File: config.mk
export PLATFORM = sky130hd
export DESIGN_NAME = thruster_kill_supervisor_top
export DESIGN_NICKNAME = d
export VERILOG_FILES = /design/src/rtl/tks_pkg.sv /design/src/rtl/thruster_kill_supervisor_top.sv
export SDC_FILE = /design/constraint.sdc
export NUM_CORES = 1
export LEC_CHECK = 0
export BUFFER_PORTS_ARGS = -buffer_cell sky130_fd_sc_hd__buf_2
export CORE_AREA = 2 2 161 163
export DETAILED_ROUTE_END_ITERATION = 10
export DIE_AREA = 0 0 163 165
export HOLD_SLACK_MARGIN = 0.03
export PLACE_DENSITY = 0.85
export SLEW_MARGIN = 20
export SYNTH_ARGS = -nofsm -noshare
export SYNTH_HDL_FRONTEND = slang
export SYNTH_SLANG_ARGS = --single-unit
File: constraint.sdc
create_clock -name i_clk -period 10 [get_ports i_clk]
set_input_delay 0.5 -clock i_clk [delete_from_list [all_inputs] [get_ports i_clk]]
set_output_delay 0.5 -clock i_clk [all_outputs]
set_load 0.1 [all_outputs]
File: src/rtl/tks_pkg.sv
`timescale 1ns / 1ps
// ----------------------------------------------------------------------------
// Thruster kill supervisor package
// Shared types, codes and constants for the supervisor and its checker.
// ----------------------------------------------------------------------------
package tks_pkg;

    localparam int THRUSTER_COUNT = 8;
    localparam int RES_MAX        = 6;
    localparam int RES_CNT_W      = 3;
    localparam int CFG_IDX_W      = 3;
    localparam int CFG_DATA_W     = 16;

    localparam logic [7:0]  HB_LIMIT_RST     = 8'd100;
    localparam logic [7:0]  IDLE_LIMIT_RST   = 8'd50;
    localparam logic [7:0]  STATUS_PER_RST   = 8'd100;
    localparam logic [15:0] POWER_WAIT_RST   = 16'd300;
    localparam logic [15:0] SETTLE_WAIT_RST  = 16'd200;
    localparam logic [7:0]  INPUT_STATUS_RST = 8'h80;

    typedef enum logic [1:0] {
        ACT_FAST_TICK = 2'd0,
        ACT_SLOW_TICK = 2'd1,
        ACT_KILL_MSG  = 2'd2,
        ACT_HOST_MSG  = 2'd3
    } t_action;

    typedef enum logic [1:0] {
        KMSG_SOFT_KILL   = 2'd0,
        KMSG_SOFT_UNKILL = 2'd1,
        KMSG_HEARTBEAT   = 2'd2,
        KMSG_OTHER       = 2'd3
    } t_kill_msg;

    typedef enum logic [2:0] {
        KIND_STATUS    = 3'd0,
        KIND_THRUST    = 3'd1,
        KIND_IDLE      = 3'd2,
        KIND_SOFTKILL  = 3'd3,
        KIND_POWERINIT = 3'd4,
        KIND_ESC_STOP  = 3'd5,
        KIND_HARDKILL  = 3'd6,
        KIND_UNKILL    = 3'd7
    } t_kind;

    typedef enum logic [1:0] {
        PH_DONE   = 2'd0,
        PH_POWER  = 2'd1,
        PH_SETTLE = 2'd2,
        PH_HALT   = 2'd3
    } t_phase;

    typedef enum logic [2:0] {
        CFG_HB_LIMIT    = 3'd0,
        CFG_IDLE_LIMIT  = 3'd1,
        CFG_STATUS_PER  = 3'd2,
        CFG_POWER_WAIT  = 3'd3,
        CFG_SETTLE_WAIT = 3'd4
    } t_cfg_reg;

    // soft kill source bits
    localparam int SRC_SENSOR = 2;
    localparam int SRC_HOST   = 1;
    localparam int SRC_HB     = 0;

    // input status bits
    localparam int IST_ON   = 7;
    localparam int IST_SOFT = 6;
    localparam int IST_GO   = 5;
    localparam int IST_INIT = 4;

    typedef struct packed {
        logic [1:0]  action;
        logic [1:0]  kill_msg_kind;
        logic        thrust_valid;
        logic [2:0]  thruster_index;
        logic [31:0] speed_word;
        logic        on_magnet;
        logic        soft_magnet;
        logic        go_magnet;
    } t_in_item;

    typedef struct packed {
        logic [2:0]  kind;
        logic [7:0]  kill_flags;
        logic [7:0]  input_flags;
        logic [2:0]  out_thruster;
        logic [31:0] out_speed;
        logic        last;
    } t_out_item;

endpackage

File: src/rtl/thruster_kill_supervisor_top.sv
`timescale 1ns / 1ps
// Timing: an item is registered on transfer and evaluated once the result buffer is free;
// its results are registered into the result buffer and presented from entry 0.
// Throughput: one item per cycle when it yields at most one result and the output is not
// stalled; else the next item waits while the result buffer drains one transfer per cycle.
// Reset (synchronous, active low) restores default limits and resets all supervisor state.
// ----------------------------------------------------------------------------
// Thruster kill supervisor
// Tracks heartbeat, soft/hard kill and the post-unkill power-up sequence,
// gates thrust commands and emits status and command frames.
// ----------------------------------------------------------------------------
module thruster_kill_supervisor_top (
    input  logic                             i_clk,
    input  logic                             i_rst_n,
    input  logic                             i_in_valid,
    output logic                             o_in_ready,
    input  tks_pkg::t_in_item                i_in,
    output logic                             o_out_valid,
    input  logic                             i_out_ready,
    output tks_pkg::t_out_item               o_out,
    input  logic                             i_cfg_valid,
    output logic                             o_cfg_ready,
    input  logic [tks_pkg::CFG_IDX_W-1:0]    i_cfg_index,
    input  logic [tks_pkg::CFG_DATA_W-1:0]   i_cfg_data
);

    // Configuration registers
    logic [7:0]  r_hb_limit, r_idle_limit, r_status_per;
    logic [15:0] r_power_wait, r_settle_wait;

    // Supervisor state
    logic [7:0]      r_hb_missed, r_status_wait, r_idle_count, r_ist;
    logic [15:0]     r_init_timer;
    tks_pkg::t_phase r_phase;
    logic [2:0]      r_src;
    logic            r_hard, r_ovl_last, r_go_last, r_go_pend;

    // Input stage
    logic              r_in_valid;
    tks_pkg::t_in_item r_in;

    // Result buffer: entry 0 is presented, shift on transfer
    tks_pkg::t_out_item             r_buf [tks_pkg::RES_MAX];
    logic [tks_pkg::RES_CNT_W-1:0]  r_cnt;

    // Next-state values from the evaluation of the registered item
    logic [7:0]      n_hb_missed, n_status_wait, n_idle_count, n_ist;
    logic [15:0]     n_init_timer;
    tks_pkg::t_phase n_phase;
    logic [2:0]      n_src;
    logic            n_hard, n_ovl_last, n_go_last, n_go_pend;
    tks_pkg::t_out_item             n_res [tks_pkg::RES_MAX];
    logic [tks_pkg::RES_CNT_W-1:0]  n_res_cnt;

    logic in_xfer, out_xfer, proc;
    logic do_loop, loop_tick, overall;

    function automatic tks_pkg::t_out_item f_res(
        input tks_pkg::t_kind k,
        input logic [7:0]     kf,
        input logic [7:0]     inf,
        input logic [2:0]     thr,
        input logic [31:0]    spd
    );
        tks_pkg::t_out_item r;
        r.kind         = k;
        r.kill_flags   = kf;
        r.input_flags  = inf;
        r.out_thruster = thr;
        r.out_speed    = spd;
        r.last         = 1'b0;
        return r;
    endfunction

    // ------------------------------------------------------------------
    // Handshakes. The input register frees up in the same cycle it is
    // evaluated, so a new item may transfer while results still drain.
    // ------------------------------------------------------------------
    assign o_cfg_ready = 1'b1;
    assign o_out_valid = (r_cnt != '0);
    assign o_out       = r_buf[0];
    assign out_xfer    = o_out_valid && i_out_ready;
    assign proc        = r_in_valid &&
                         ((r_cnt == '0) || ((r_cnt == tks_pkg::RES_CNT_W'(1)) && out_xfer));
    assign o_in_ready  = !r_in_valid || proc;
    assign in_xfer     = i_in_valid && o_in_ready;

    // ------------------------------------------------------------------
    // Single-pass evaluation of the registered item
    // ------------------------------------------------------------------
    always_comb begin
        n_hb_missed   = r_hb_missed;
        n_status_wait = r_status_wait;
        n_idle_count  = r_idle_count;
        n_ist         = r_ist;
        n_init_timer  = r_init_timer;
        n_phase       = r_phase;
        n_src         = r_src;
        n_hard        = r_hard;
        n_ovl_last    = r_ovl_last;
        n_go_last     = r_go_last;
        n_go_pend     = r_go_pend;
        n_res_cnt     = '0;
        do_loop       = 1'b0;
        loop_tick     = 1'b0;
        overall       = 1'b0;
        for (int i = 0; i < tks_pkg::RES_MAX; i++) begin
            n_res[i] = '0;
        end

        if (r_hard) begin
            // Hard-kill lock: poll the on magnet only
            if (!r_in.on_magnet) begin
                n_res[n_res_cnt] = f_res(tks_pkg::KIND_HARDKILL,
                                         {n_hard, n_ovl_last, n_src, 3'b000}, n_ist, '0, '0);
                n_res_cnt = n_res_cnt + 1'b1;
            end else begin
                n_hard = 1'b0;
                n_ist[tks_pkg::IST_ON] = 1'b1;
                n_res[n_res_cnt] = f_res(tks_pkg::KIND_UNKILL,
                                         {n_hard, n_ovl_last, n_src, 3'b000}, n_ist, '0, '0);
                n_res_cnt = n_res_cnt + 1'b1;
                n_go_pend = 1'b1;
                do_loop   = 1'b1;
                loop_tick = 1'b1;
            end
        end else begin
            do_loop = 1'b1;
            unique case (tks_pkg::t_action'(r_in.action))
                tks_pkg::ACT_FAST_TICK: begin
                    // Sample soft sensor
                    n_src[tks_pkg::SRC_SENSOR] = !r_in.soft_magnet;
                    n_ist[tks_pkg::IST_SOFT]   = r_in.soft_magnet;
                    if (n_status_wait > r_status_per) begin
                        n_status_wait = '0;
                        n_res[n_res_cnt] = f_res(tks_pkg::KIND_STATUS,
                                                 {n_hard, n_ovl_last, n_src, 3'b000},
                                                 n_ist, '0, '0);
                        n_res_cnt = n_res_cnt + 1'b1;
                    end else if (n_status_wait != 8'hFF) begin
                        n_status_wait = n_status_wait + 8'd1;
                    end
                    if (!n_src[tks_pkg::SRC_HB] && (n_hb_missed != 8'hFF)) begin
                        n_hb_missed = n_hb_missed + 8'd1;
                    end
                    if (((n_phase == tks_pkg::PH_POWER) || (n_phase == tks_pkg::PH_SETTLE))
                        && (n_init_timer != 16'hFFFF)) begin
                        n_init_timer = n_init_timer + 16'd1;
                    end
                    if (n_idle_count != 8'hFF) begin
                        n_idle_count = n_idle_count + 8'd1;
                    end
                    loop_tick = 1'b1;
                end
                tks_pkg::ACT_SLOW_TICK: begin
                    if (!r_in.on_magnet) begin
                        // Enter hard-kill lock; skip the loop pass
                        n_hard = 1'b1;
                        n_ist[tks_pkg::IST_ON] = 1'b0;
                        n_res[n_res_cnt] = f_res(tks_pkg::KIND_HARDKILL,
                                                 {n_hard, n_ovl_last, n_src, 3'b000},
                                                 n_ist, '0, '0);
                        n_res_cnt = n_res_cnt + 1'b1;
                        do_loop   = 1'b0;
                    end else begin
                        n_go_pend = 1'b1;
                        loop_tick = 1'b1;
                    end
                end
                tks_pkg::ACT_KILL_MSG: begin
                    unique case (tks_pkg::t_kill_msg'(r_in.kill_msg_kind))
                        tks_pkg::KMSG_SOFT_KILL:   n_src[tks_pkg::SRC_HOST] = 1'b1;
                        tks_pkg::KMSG_SOFT_UNKILL: n_src[tks_pkg::SRC_HOST] = 1'b0;
                        tks_pkg::KMSG_HEARTBEAT:   n_hb_missed = '0;
                        tks_pkg::KMSG_OTHER: begin
                            if ((n_phase == tks_pkg::PH_POWER) ||
                                (n_phase == tks_pkg::PH_SETTLE)) begin
                                n_phase = tks_pkg::PH_HALT;
                            end
                        end
                    endcase
                end
                tks_pkg::ACT_HOST_MSG: begin
                    n_idle_count = '0;
                    if (r_in.thrust_valid && !n_ovl_last && (n_phase == tks_pkg::PH_DONE) &&
                        ({2'b00, r_in.thruster_index} < 5'(tks_pkg::THRUSTER_COUNT))) begin
                        n_res[n_res_cnt] = f_res(tks_pkg::KIND_THRUST,
                                                 {n_hard, n_ovl_last, n_src, 3'b000}, n_ist,
                                                 r_in.thruster_index, r_in.speed_word);
                        n_res_cnt = n_res_cnt + 1'b1;
                    end
                end
            endcase
        end

        // Supervision loop pass
        if (do_loop) begin
            if (loop_tick && (n_idle_count >= r_idle_limit)) begin
                n_res[n_res_cnt] = f_res(tks_pkg::KIND_IDLE,
                                         {n_hard, n_ovl_last, n_src, 3'b000}, n_ist, '0, '0);
                n_res_cnt = n_res_cnt + 1'b1;
            end
            n_src[tks_pkg::SRC_HB] = (n_hb_missed > r_hb_limit);
            if (n_go_pend) begin
                if (r_in.go_magnet != n_go_last) begin
                    n_ist[tks_pkg::IST_GO] = r_in.go_magnet;
                    n_status_wait = '0;
                    n_res[n_res_cnt] = f_res(tks_pkg::KIND_STATUS,
                                             {n_hard, n_ovl_last, n_src, 3'b000}, n_ist, '0, '0);
                    n_res_cnt = n_res_cnt + 1'b1;
                    n_go_last = r_in.go_magnet;
                end
                n_go_pend = 1'b0;
            end
            overall = (n_src != '0);
            if (overall && !n_ovl_last) begin
                n_ovl_last = 1'b1;
                n_ist[tks_pkg::IST_INIT] = 1'b0;
                n_phase = tks_pkg::PH_HALT;
                n_status_wait = '0;
                n_res[n_res_cnt] = f_res(tks_pkg::KIND_SOFTKILL,
                                         {n_hard, n_ovl_last, n_src, 3'b000}, n_ist, '0, '0);
                n_res_cnt = n_res_cnt + 1'b1;
            end else if (!overall && n_ovl_last) begin
                n_ovl_last = 1'b0;
                n_phase = tks_pkg::PH_POWER;
                n_init_timer = '0;
                n_ist[tks_pkg::IST_INIT] = 1'b1;
                n_status_wait = '0;
                n_res[n_res_cnt] = f_res(tks_pkg::KIND_POWERINIT,
                                         {n_hard, n_ovl_last, n_src, 3'b000}, n_ist, '0, '0);
                n_res_cnt = n_res_cnt + 1'b1;
            end
            if ((n_phase == tks_pkg::PH_POWER) && (n_init_timer >= r_power_wait)) begin
                n_phase = tks_pkg::PH_SETTLE;
                n_init_timer = '0;
                n_res[n_res_cnt] = f_res(tks_pkg::KIND_ESC_STOP,
                                         {n_hard, n_ovl_last, n_src, 3'b000}, n_ist, '0, '0);
                n_res_cnt = n_res_cnt + 1'b1;
            end
            if ((n_phase == tks_pkg::PH_SETTLE) && (n_init_timer >= r_settle_wait)) begin
                n_phase = tks_pkg::PH_DONE;
                n_init_timer = '0;
                n_ist[tks_pkg::IST_INIT] = 1'b0;
                n_status_wait = '0;
                n_res[n_res_cnt] = f_res(tks_pkg::KIND_STATUS,
                                         {n_hard, n_ovl_last, n_src, 3'b000}, n_ist, '0, '0);
                n_res_cnt = n_res_cnt + 1'b1;
            end
        end

        // Mark the final result of the item
        if (n_res_cnt != '0) begin
            n_res[n_res_cnt - 1'b1].last = 1'b1;
        end
    end

    // ------------------------------------------------------------------
    // Control and state registers
    // ------------------------------------------------------------------
    always_ff @(posedge i_clk) begin
        if (!i_rst_n) begin
            r_hb_limit    <= tks_pkg::HB_LIMIT_RST;
            r_idle_limit  <= tks_pkg::IDLE_LIMIT_RST;
            r_status_per  <= tks_pkg::STATUS_PER_RST;
            r_power_wait  <= tks_pkg::POWER_WAIT_RST;
            r_settle_wait <= tks_pkg::SETTLE_WAIT_RST;
            r_hb_missed   <= '0;
            r_status_wait <= '0;
            r_idle_count  <= '0;
            r_init_timer  <= '0;
            r_phase       <= tks_pkg::PH_DONE;
            r_src         <= '0;
            r_hard        <= 1'b0;
            r_ovl_last    <= 1'b0;
            r_go_last     <= 1'b0;
            r_go_pend     <= 1'b0;
            r_ist         <= tks_pkg::INPUT_STATUS_RST;
            r_in_valid    <= 1'b0;
            r_cnt         <= '0;
        end else begin
            // Configuration write; indexes past the list are dropped
            if (i_cfg_valid) begin
                case (tks_pkg::t_cfg_reg'(i_cfg_index))
                    tks_pkg::CFG_HB_LIMIT:    r_hb_limit    <= i_cfg_data[7:0];
                    tks_pkg::CFG_IDLE_LIMIT:  r_idle_limit  <= i_cfg_data[7:0];
                    tks_pkg::CFG_STATUS_PER:  r_status_per  <= i_cfg_data[7:0];
                    tks_pkg::CFG_POWER_WAIT:  r_power_wait  <= i_cfg_data;
                    tks_pkg::CFG_SETTLE_WAIT: r_settle_wait <= i_cfg_data;
                    default: ;
                endcase
            end

            // Hold the input register until it is evaluated
            if (in_xfer) begin
                r_in_valid <= 1'b1;
            end else if (proc) begin
                r_in_valid <= 1'b0;
            end

            // Commit the pass and load its results, or advance the buffer
            if (proc) begin
                r_hb_missed   <= n_hb_missed;
                r_status_wait <= n_status_wait;
                r_idle_count  <= n_idle_count;
                r_init_timer  <= n_init_timer;
                r_phase       <= n_phase;
                r_src         <= n_src;
                r_hard        <= n_hard;
                r_ovl_last    <= n_ovl_last;
                r_go_last     <= n_go_last;
                r_go_pend     <= n_go_pend;
                r_ist         <= n_ist;
                r_cnt         <= n_res_cnt;
            end else if (out_xfer) begin
                r_cnt <= r_cnt - 1'b1;
            end
        end
    end

    // ------------------------------------------------------------------
    // Payload registers
    // ------------------------------------------------------------------
    always_ff @(posedge i_clk) begin
        if (in_xfer) begin
            r_in <= i_in;
        end
        if (proc) begin
            for (int i = 0; i < tks_pkg::RES_MAX; i++) begin
                r_buf[i] <= n_res[i];
            end
        end else if (out_xfer) begin
            for (int i = 0; i < tks_pkg::RES_MAX - 1; i++) begin
                r_buf[i] <= r_buf[i+1];
            end
        end
    end

endmodule

==> metrics.md, run 1 <==
| Metric | Value |
|---|---|
| Top cell by count, worst path | nor2_1 |
| Cells after Synth | 1595 |
| Post CTS Setup Buffer Count | 0 |
| Critical path's slowest cell | a31oi_4 |
| Diodes inserted | 0 |
| Switching Share | 41.5% |
| Clk root buf | clkbuf_16 |
| Part of the power in the clock network | 26.7% |
| Sequential-to-total area share from yosys stat | 48.0% |
| Comb power frac | 35.9% |
| Reg power frac | 37.4% |
| Status | finished clean |
| Minimum clock period | 9.18 ns |
| Mux share of post-synthesis cell area | 0.960% |
| GRT Total Usage | 27.9% |
| Residual DRC count | 0 |
| TritonCTS Sinks | 269 |
| CP startpoint | r_hb_missed[0] |
| Top cells by area, synth | edfxtp_1, dfxtp_1, ha_1 |
| Hpwl dp | 26.8 mm |
| Fmax | 109 MHz |
| WP buf/inv | 3 |
| Top cells by instance count after synthesis | nand2_1, nor2_1, edfxtp_1 |
| Area of the multi-input gates | 0.00690 mm² |
| Hold buffers post-CTS | 0 |
| Setup TNS | 0 ns |
| Reg2reg end | r_buf[0][0] |
| CP delay by family, top | compound AO/OA/AOI/OAI gates |
| CTS tree | done |
| Fin crit share | 91.8% |
| Setup violators final | 0 |
| Num CTS Buffers | 28 |
| Detail Route Antenna Nets | 0 |
| Grt total ovfl | 0 |
| Worst-path clk slew | 0.06 ns |
| Die width | 163 µm |
| Relative slew slack | 19.7% |
| Largest net degree at the start of global routing | 60 |
| Crit Path Max Fanout | 20 |
| Leak | 6.30 nW |
| Worst vdd ir | 0.278 mV |
| Area growth syn-to-layout | 12.3% |
| Pint | 2.41 mW |
| Final hold slack | 0.112 ns |
| Fillers | 2033 |
| Die Area | 0.0269 mm² |
| Routed wire length | 38.0 mm |
| Nets | 1831 |
| Power Total | 4.12 mW |
| Drt pass-1 iters | 6 |
| Seq cells post-synth | 269 |
| Vias in the first global route | 11.7k |
| Adder-cell area share of the yosys netlist | 6.89% |
| Arrival time worst endpoint | 9.48 ns |
| Initial core utilization | 57.8% |
| Post-synth top flop | edfxtp_1 |
| WP depth | 42 |
| Avg Inst Size Synth | 9.07 µm² |
| Via Count | 12.4k |
| Finished Cell Area | 0.0163 mm² |
| Synth Cell Area | 0.0145 mm² |
| Yosys top cell by area | edfxtp_1 |
| Worst Skew | 0.0243 ns |
| H-Tree Level Count | 1 |
| Psw | 1.71 mW |
| Kind of critical path | register to register |
| Synth async-reset ratio | 0% |
| Die height | 165 µm |
| Cell variety after synth | 87 |
| Ports | 125 |
| Post-DR wirelength/cell | 18.7 µm |
| Worst Tran Pin Value | 1.20 ns |
| Critical Path End Type | register |
| Critical Path RT | 10.30 ns |
| Post_cts resized | 0 |
| First-pass GRT wire length | 60.3 mm |
| Crit Reg-Reg Startpoint | r_hb_missed[0] |
| Max-Cap Viols | 0 |
| Clock Latency Late Sink | 0.57 ns |
| 1st-iter DRT viols | 1226 |
| Top cell type's share of synthesized area | 32.4% |
| Max Slew Vio Count | 0 |
| Simple-gate share of the synthesized area | 20.4% |
| Largest family of logic cells by synthesized area | simple AND/OR/NAND/NOR gates |
| Share of post-route cells with drive strength above 1 | 12.4% |
| Worst Hold Depth | 1 |
| Hold path start | i_in[28] |
| Area share of xor/xnor cells in the synthesized design | 1.85% |
| Register area | 0.00695 mm² |
| RSZ-0062 raised after global routing | no |
| Worst R2R Path Depth | 42 |
| I/O Buffers | 116 |
| PwrDens | 254 mW/mm² |
| Hold Fails Final Rpt | 0 |
| Synth Warn # | 0 |
| Clock Tree Buf Depth | 3 |
| Post-synth EDFFs | 156 |
| Num rows | 58 |
| Placeable Area | 0.0250 mm² |
| Gpl congestion | 0.959 |
| CP startpoint kind | register |
| Drt via density | 6.09 |
| R2R setup slack | 0.82 ns |
| Compound-Gate Fraction of Synth Area | 17.2% |
| Crit-path max cell delay | 0.49 ns |
| Hold Path Sink | r_in[28] |
| Placed Area | 0.0153 mm² |
| Count leader, synth | nand2_1 |
| Hold/Removal Path Class | input pin to register |
| Initial antenna violation count | 0 |
[sequential cells by signal (all words and copies together) (netlist names), 3 cells and up]
signal / cells
r_power_wait: 16
r_status_wait: 8
r_ist: 4
r_status_per: 8
r_settle_wait: 16
r_in: 43
r_buf: 113
r_hb_limit: 8
r_cnt: 3
r_src: 3
r_idle_count: 8
r_idle_limit: 8
r_hb_missed: 8
r_init_timer: 16
[through the flow]
| stage | util, % | std cells | setup WS (ns) |
|---|---|---|---|
| finish | 64.9 | 2036 | 0.818 |
| global route | 64.9 | 2036 | 0.0147 |
| CTS | 64.9 | 2036 | 0.756 |
| detailed placement | 61.0 | 1986 | 0.809 |
| global placement | 61.0 | 1986 | 1.27 |
| floorplan | - | 1603 | 1.47 |
[worst max-delay path by stage]
stage,slack (ns),end
3_3_place_gp,1.27,r_buf[0][0]
5_1_grt,0.01,r_buf[0][0]
3_5_place_dp,0.81,r_buf[0][0]
6_report,0.82,r_buf[0][0]
4_1_cts,0.76,r_buf[0][0]
2_1_floorplan,1.47,r_buf[0][0]
[metal layers]
| metal | global-route usage (%) | wire length, µm | vias up |
|---|---|---|---|
| met5 | 0 | 0 | - |
| met1 | 36.9 | 15500 | 5901 |
| li1 | - | - | 5864 |
| met4 | 10.1 | 1300 | 0 |
| met3 | 4.04 | 2820 | 92 |
| met2 | 47.0 | 18300 | 550 |
[cell type report]
class	instances	share of cell area, %
multi-input cells	1170	42.5
clock buffers	35	4.66
repair buffers	131	4.27
inverters	86	1.99
flip-flops and latches	269	42.7
well taps	330	2.54
clock inverters	15	1.32
[layout by cell type (no fill, tap or decap), types with 6 or more instances in the layout]
| cell type | instances |
|---|---|
| o22ai_1 | 6 |
| inv_1 | 83 |
| and2_1 | 49 |
| ha_1 | 78 |
| edfxtp_1 | 156 |
| a22oi_1 | 15 |
| and3_1 | 11 |
| o31ai_1 | 7 |
| nand2_1 | 247 |
| a21oi_1 | 133 |
| dfxtp_1 | 113 |
| a31oi_1 | 17 |
| buf_2 | 116 |
| nor4_1 | 8 |
| buf_4 | 15 |
| nor2_1 | 169 |
| a211oi_1 | 10 |
| xnor2_1 | 18 |
| xor2_1 | 10 |
| nand3_1 | 39 |
| o21ai_0 | 98 |
| clkbuf_16 | 28 |
| a21o_1 | 9 |
| nand3b_1 | 6 |
| clkinv_2 | 6 |
| or3_1 | 7 |
| nand4_1 | 16 |
| conb_1 | 10 |
| nor3_1 | 40 |
| mux2_2 | 6 |
| nand2b_1 | 18 |
| o211ai_1 | 25 |
| mux2i_1 | 6 |
| a22o_1 | 7 |
[power groups by stage]
stage | registers (mW) | clock network, mW | logic (mW)
detailed placement | 1.56 | 0 | 1.46
CTS | 1.54 | 1.11 | 1.47
global route | 1.56 | 1.15 | 1.57
floorplan | 2.07 | 0 | 0.649
finish | 1.54 | 1.10 | 1.48
global placement | 1.55 | 0 | 1.43
[cell families (layout without fill, tap and decap cells)]
logic type,Yosys count,after routing
other,2,10
AOI/OAI and AO/OA,395,395
xor gates and xnor gates,29,29
and+or+nand+nor,643,643
adders and majority gates,80,80
DFF,269,269
buffers and inverters,164,267
muxes,13,13
Note: power is estimated with default switching activity, not from simulation.
==> run 2, diff against run 1 <==
--- a/config.mk
+++ b/config.mk
@@ -10,8 +10,7 @@
 export DETAILED_ROUTE_END_ITERATION = 10
 export DIE_AREA = 0 0 163 165
 export HOLD_SLACK_MARGIN = 0.03
-export PLACE_DENSITY = 0.85
-export SLEW_MARGIN = 20
+export PLACE_DENSITY = 0.82
 export SYNTH_ARGS = -nofsm -noshare
 export SYNTH_HDL_FRONTEND = slang
 export SYNTH_SLANG_ARGS = --single-unit
==> metrics.md, run 2 (same netlist as run 1, synthesis figures left out) <==
| Metric | Value |
|---|---|
| Largest net degree at the start of global routing | 81 (+35%) |
| Drt via density | 5.98 (-1.9%) |
| TritonCTS Sinks | 269 (unchanged) |
| Gpl congestion | 0.950 (-0.89%) |
| Kind of critical path | register to register |
| CP startpoint kind | register |
| Hold buffers post-CTS | 0 (unchanged) |
| Part of the power in the clock network | 24.9% (-1.8 points) |
| Reg power frac | 38.4% (+1.0 points) |
| RSZ-0062 raised after global routing | no |
| Critical Path End Type | register |
| Biggest registers after layout | r_buf (113), r_in (43) |
| Clk root buf | clkbuf_16 |
| CTS tree | done |
| Initial core utilization | 57.8% (unchanged) |
| Switching Share | 42.4% (+0.87 points) |
| Status | finished clean |
| Commonest non-fill, non-tap cells in the layout | nand2_1, nor2_1, edfxtp_1 |
| Critical path's slowest cell | o211a_1 |
| Ports | 125 (unchanged) |
| Initial antenna violation count | 0 (unchanged) |
| Vias in the first global route | 11.4k (-3.0%) |
| Clock Tree Buf Depth | 3 (unchanged) |
| WP buf/inv | 2 (-1) |
| Worst vdd ir | 0.220 mV (-21%) |
| Residual DRC count | 0 (unchanged) |
| Critical Path RT | 10.30 ns (about the same) |
| Setup violators final | 0 (unchanged) |
| Max-Cap Viols | 0 (unchanged) |
| Placeable Area | 0.0250 mm² (unchanged) |
| Crit-path max cell delay | 0.52 ns (+0.03 ns) |
| Max reg flops | 113 (unchanged) |
| 1st-iter DRT viols | 1291 (+5.3%) |
| Routed wire length | 37.7 mm (-0.81%) |
| Max Slew Vio Count | 0 (unchanged) |
| Psw | 1.71 mW (-0.44%) |
| Die width | 163 µm (unchanged) |
| Via Count | 12.2k (-1.5%) |
| Hpwl dp | 26.7 mm (-0.16%) |
| Leak | 6.28 nW (-0.41%) |
| Minimum clock period | 9.05 ns (-0.128 ns) |
| Pint | 2.31 mW (-3.9%) |
| Area growth syn-to-layout | 12.0% |
| Fmax | 110 MHz (+1.4%) |
| First-pass GRT wire length | 59.1 mm (-1.9%) |
| Hold/Removal Path Class | input pin to register |
| Worst Tran Pin Value | 1.14 ns (-0.0571 ns) |
| Setup TNS | 0 ns (unchanged) |
| Worst Skew | 0.00894 ns (-0.0153 ns) |
| Fin crit share | 90.5% (-1.3 points) |
| Comb power frac | 36.7% (+0.8 points) |
| Grt total ovfl | 0 (unchanged) |
| Die height | 165 µm (unchanged) |
| Post-DR wirelength/cell | 18.4 µm (-1.1%) |
| Num CTS Buffers | 28 (unchanged) |
| Arrival time worst endpoint | 9.36 ns (-0.12 ns) |
| Clock Latency Late Sink | 0.56 ns (about the same) |
| Num rows | 58 (unchanged) |
| Final hold slack | 0.115 ns (+0.00241 ns) |
| CP delay by family, top | compound AO/OA/AOI/OAI gates |
| Power Total | 4.02 mW (-2.5%) |
| Detail Route Antenna Nets | 0 (unchanged) |
| H-Tree Level Count | 1 (unchanged) |
| Reg with most FFs | r_buf |
| Relative slew slack | 23.8% (+4.1 points) |
| Worst-path clk slew | 0.06 ns (about the same) |
| PwrDens | 248 mW/mm² (-2.2%) |
| Hold Fails Final Rpt | 0 (unchanged) |
| Most common cell after layout, fill and taps aside | nand2_1 |
| I/O Buffers | 116 (unchanged) |
| Drt pass-1 iters | 7 (+1) |
| Nets | 1835 (+0.22%) |
| Top cell by count, worst path | nor2_1 |
| Die Area | 0.0269 mm² (unchanged) |
| GRT Total Usage | 27.7% (-0.19 points) |
| Share of post-route cells with drive strength above 1 | 12.5% (+0.073 points) |
| Crit Path Max Fanout | 32 (+60%) |
==> run 2: cell count changes in the layout (fill, tap and decap cells not counted), moves of 3 or more <==
cell	change
clkbuf_2	+3
clkinv_2	-3
buf_4	+4
clkbuf_1	+4
bufinv_16	-5
clkbuf_8	+3
==> run 2: repair_timing <==
action,4_1_cts,5_1_grt
gates resized for setup,0,2
setup endpoints to repair,0,69
hold endpoints to repair,0,0
buffers inserted,0,5
==> run 2: final cells by class <==
| type | count | area, µm² |
|---|---|---|
| well taps | 330 | 413 |
| multi-input cells | 1170 | 6900 |
| clock buffers | 45 | 828 |
| diodes | 1 | 2.50 |
| fillers | 2058 | 8840 |
| inverters | 86 | 324 |
| clock inverters | 7 | 65.1 |
| repair buffers | 135 | 723 |
| flip-flops and latches | 269 | 6950 |
==> run 2: final timing paths <==
kind         slack [ns]  cells past startpoint          endpoint             start
max                0.95                     37      r_buf[0][14]    r_hb_missed[0]
min                0.11                      1           r_in[7]           i_in[7]
max reg2reg        0.95                     37      r_buf[0][14]    r_hb_missed[0]
min reg2reg        0.46                      2  r_power_wait[11]  r_power_wait[11]
==> run 2: layer usage <==
| layer | vias to the layer above | track usage, % | routed length, µm |
|---|---|---|---|
| met4 | 0 | 8.97 | 1150 |
| met5 | - | 0 | 0 |
| met2 | 473 | 46.4 | 17900 |
| li1 | 5868 | - | - |
| met3 | 84 | 4.04 | 2650 |
| met1 | 5792 | 37.2 | 16000 |
==> run 2: worst register-to-register path: cells and delay by family, from the launching register on <==
family | cells | cell delay (ns)
compound gates | 15 | 3.77
simple gates | 16 | 3.07
fa+ha+maj | 4 | 1.09
buf+inv | 2 | 0.49
flops | 1 | 0.34
==> run 2: metrics by stage <==
| stage | utilization (%) | cell area, µm² | cells | setup WS, ns |
|---|---|---|---|---|
| floorplan | - | 14500 | 1603 | 1.47 |
| global placement | 60.9 | 15300 | 1985 | 1.31 |
| detailed placement | 60.9 | 15300 | 1985 | 0.731 |
| CTS | 64.5 | 16200 | 2037 | 0.691 |
| global route | 64.7 | 16200 | 2042 | 0.00643 |
| finish | 64.7 | 16200 | 2043 | 0.946 |
==> run 2: power groups by stage <==
| stage | sequential, mW | clock [mW] | combinational [mW] |
|---|---|---|---|
| 2_1_floorplan | 2.07 | 0 | 0.649 |
| 3_3_place_gp | 1.55 | 0 | 1.44 |
| 3_5_place_dp | 1.56 | 0 | 1.46 |
| 4_1_cts | 1.54 | 1.01 | 1.47 |
| 5_1_grt | 1.56 | 1.06 | 1.57 |
| 6_report | 1.54 | 1.00 | 1.48 |
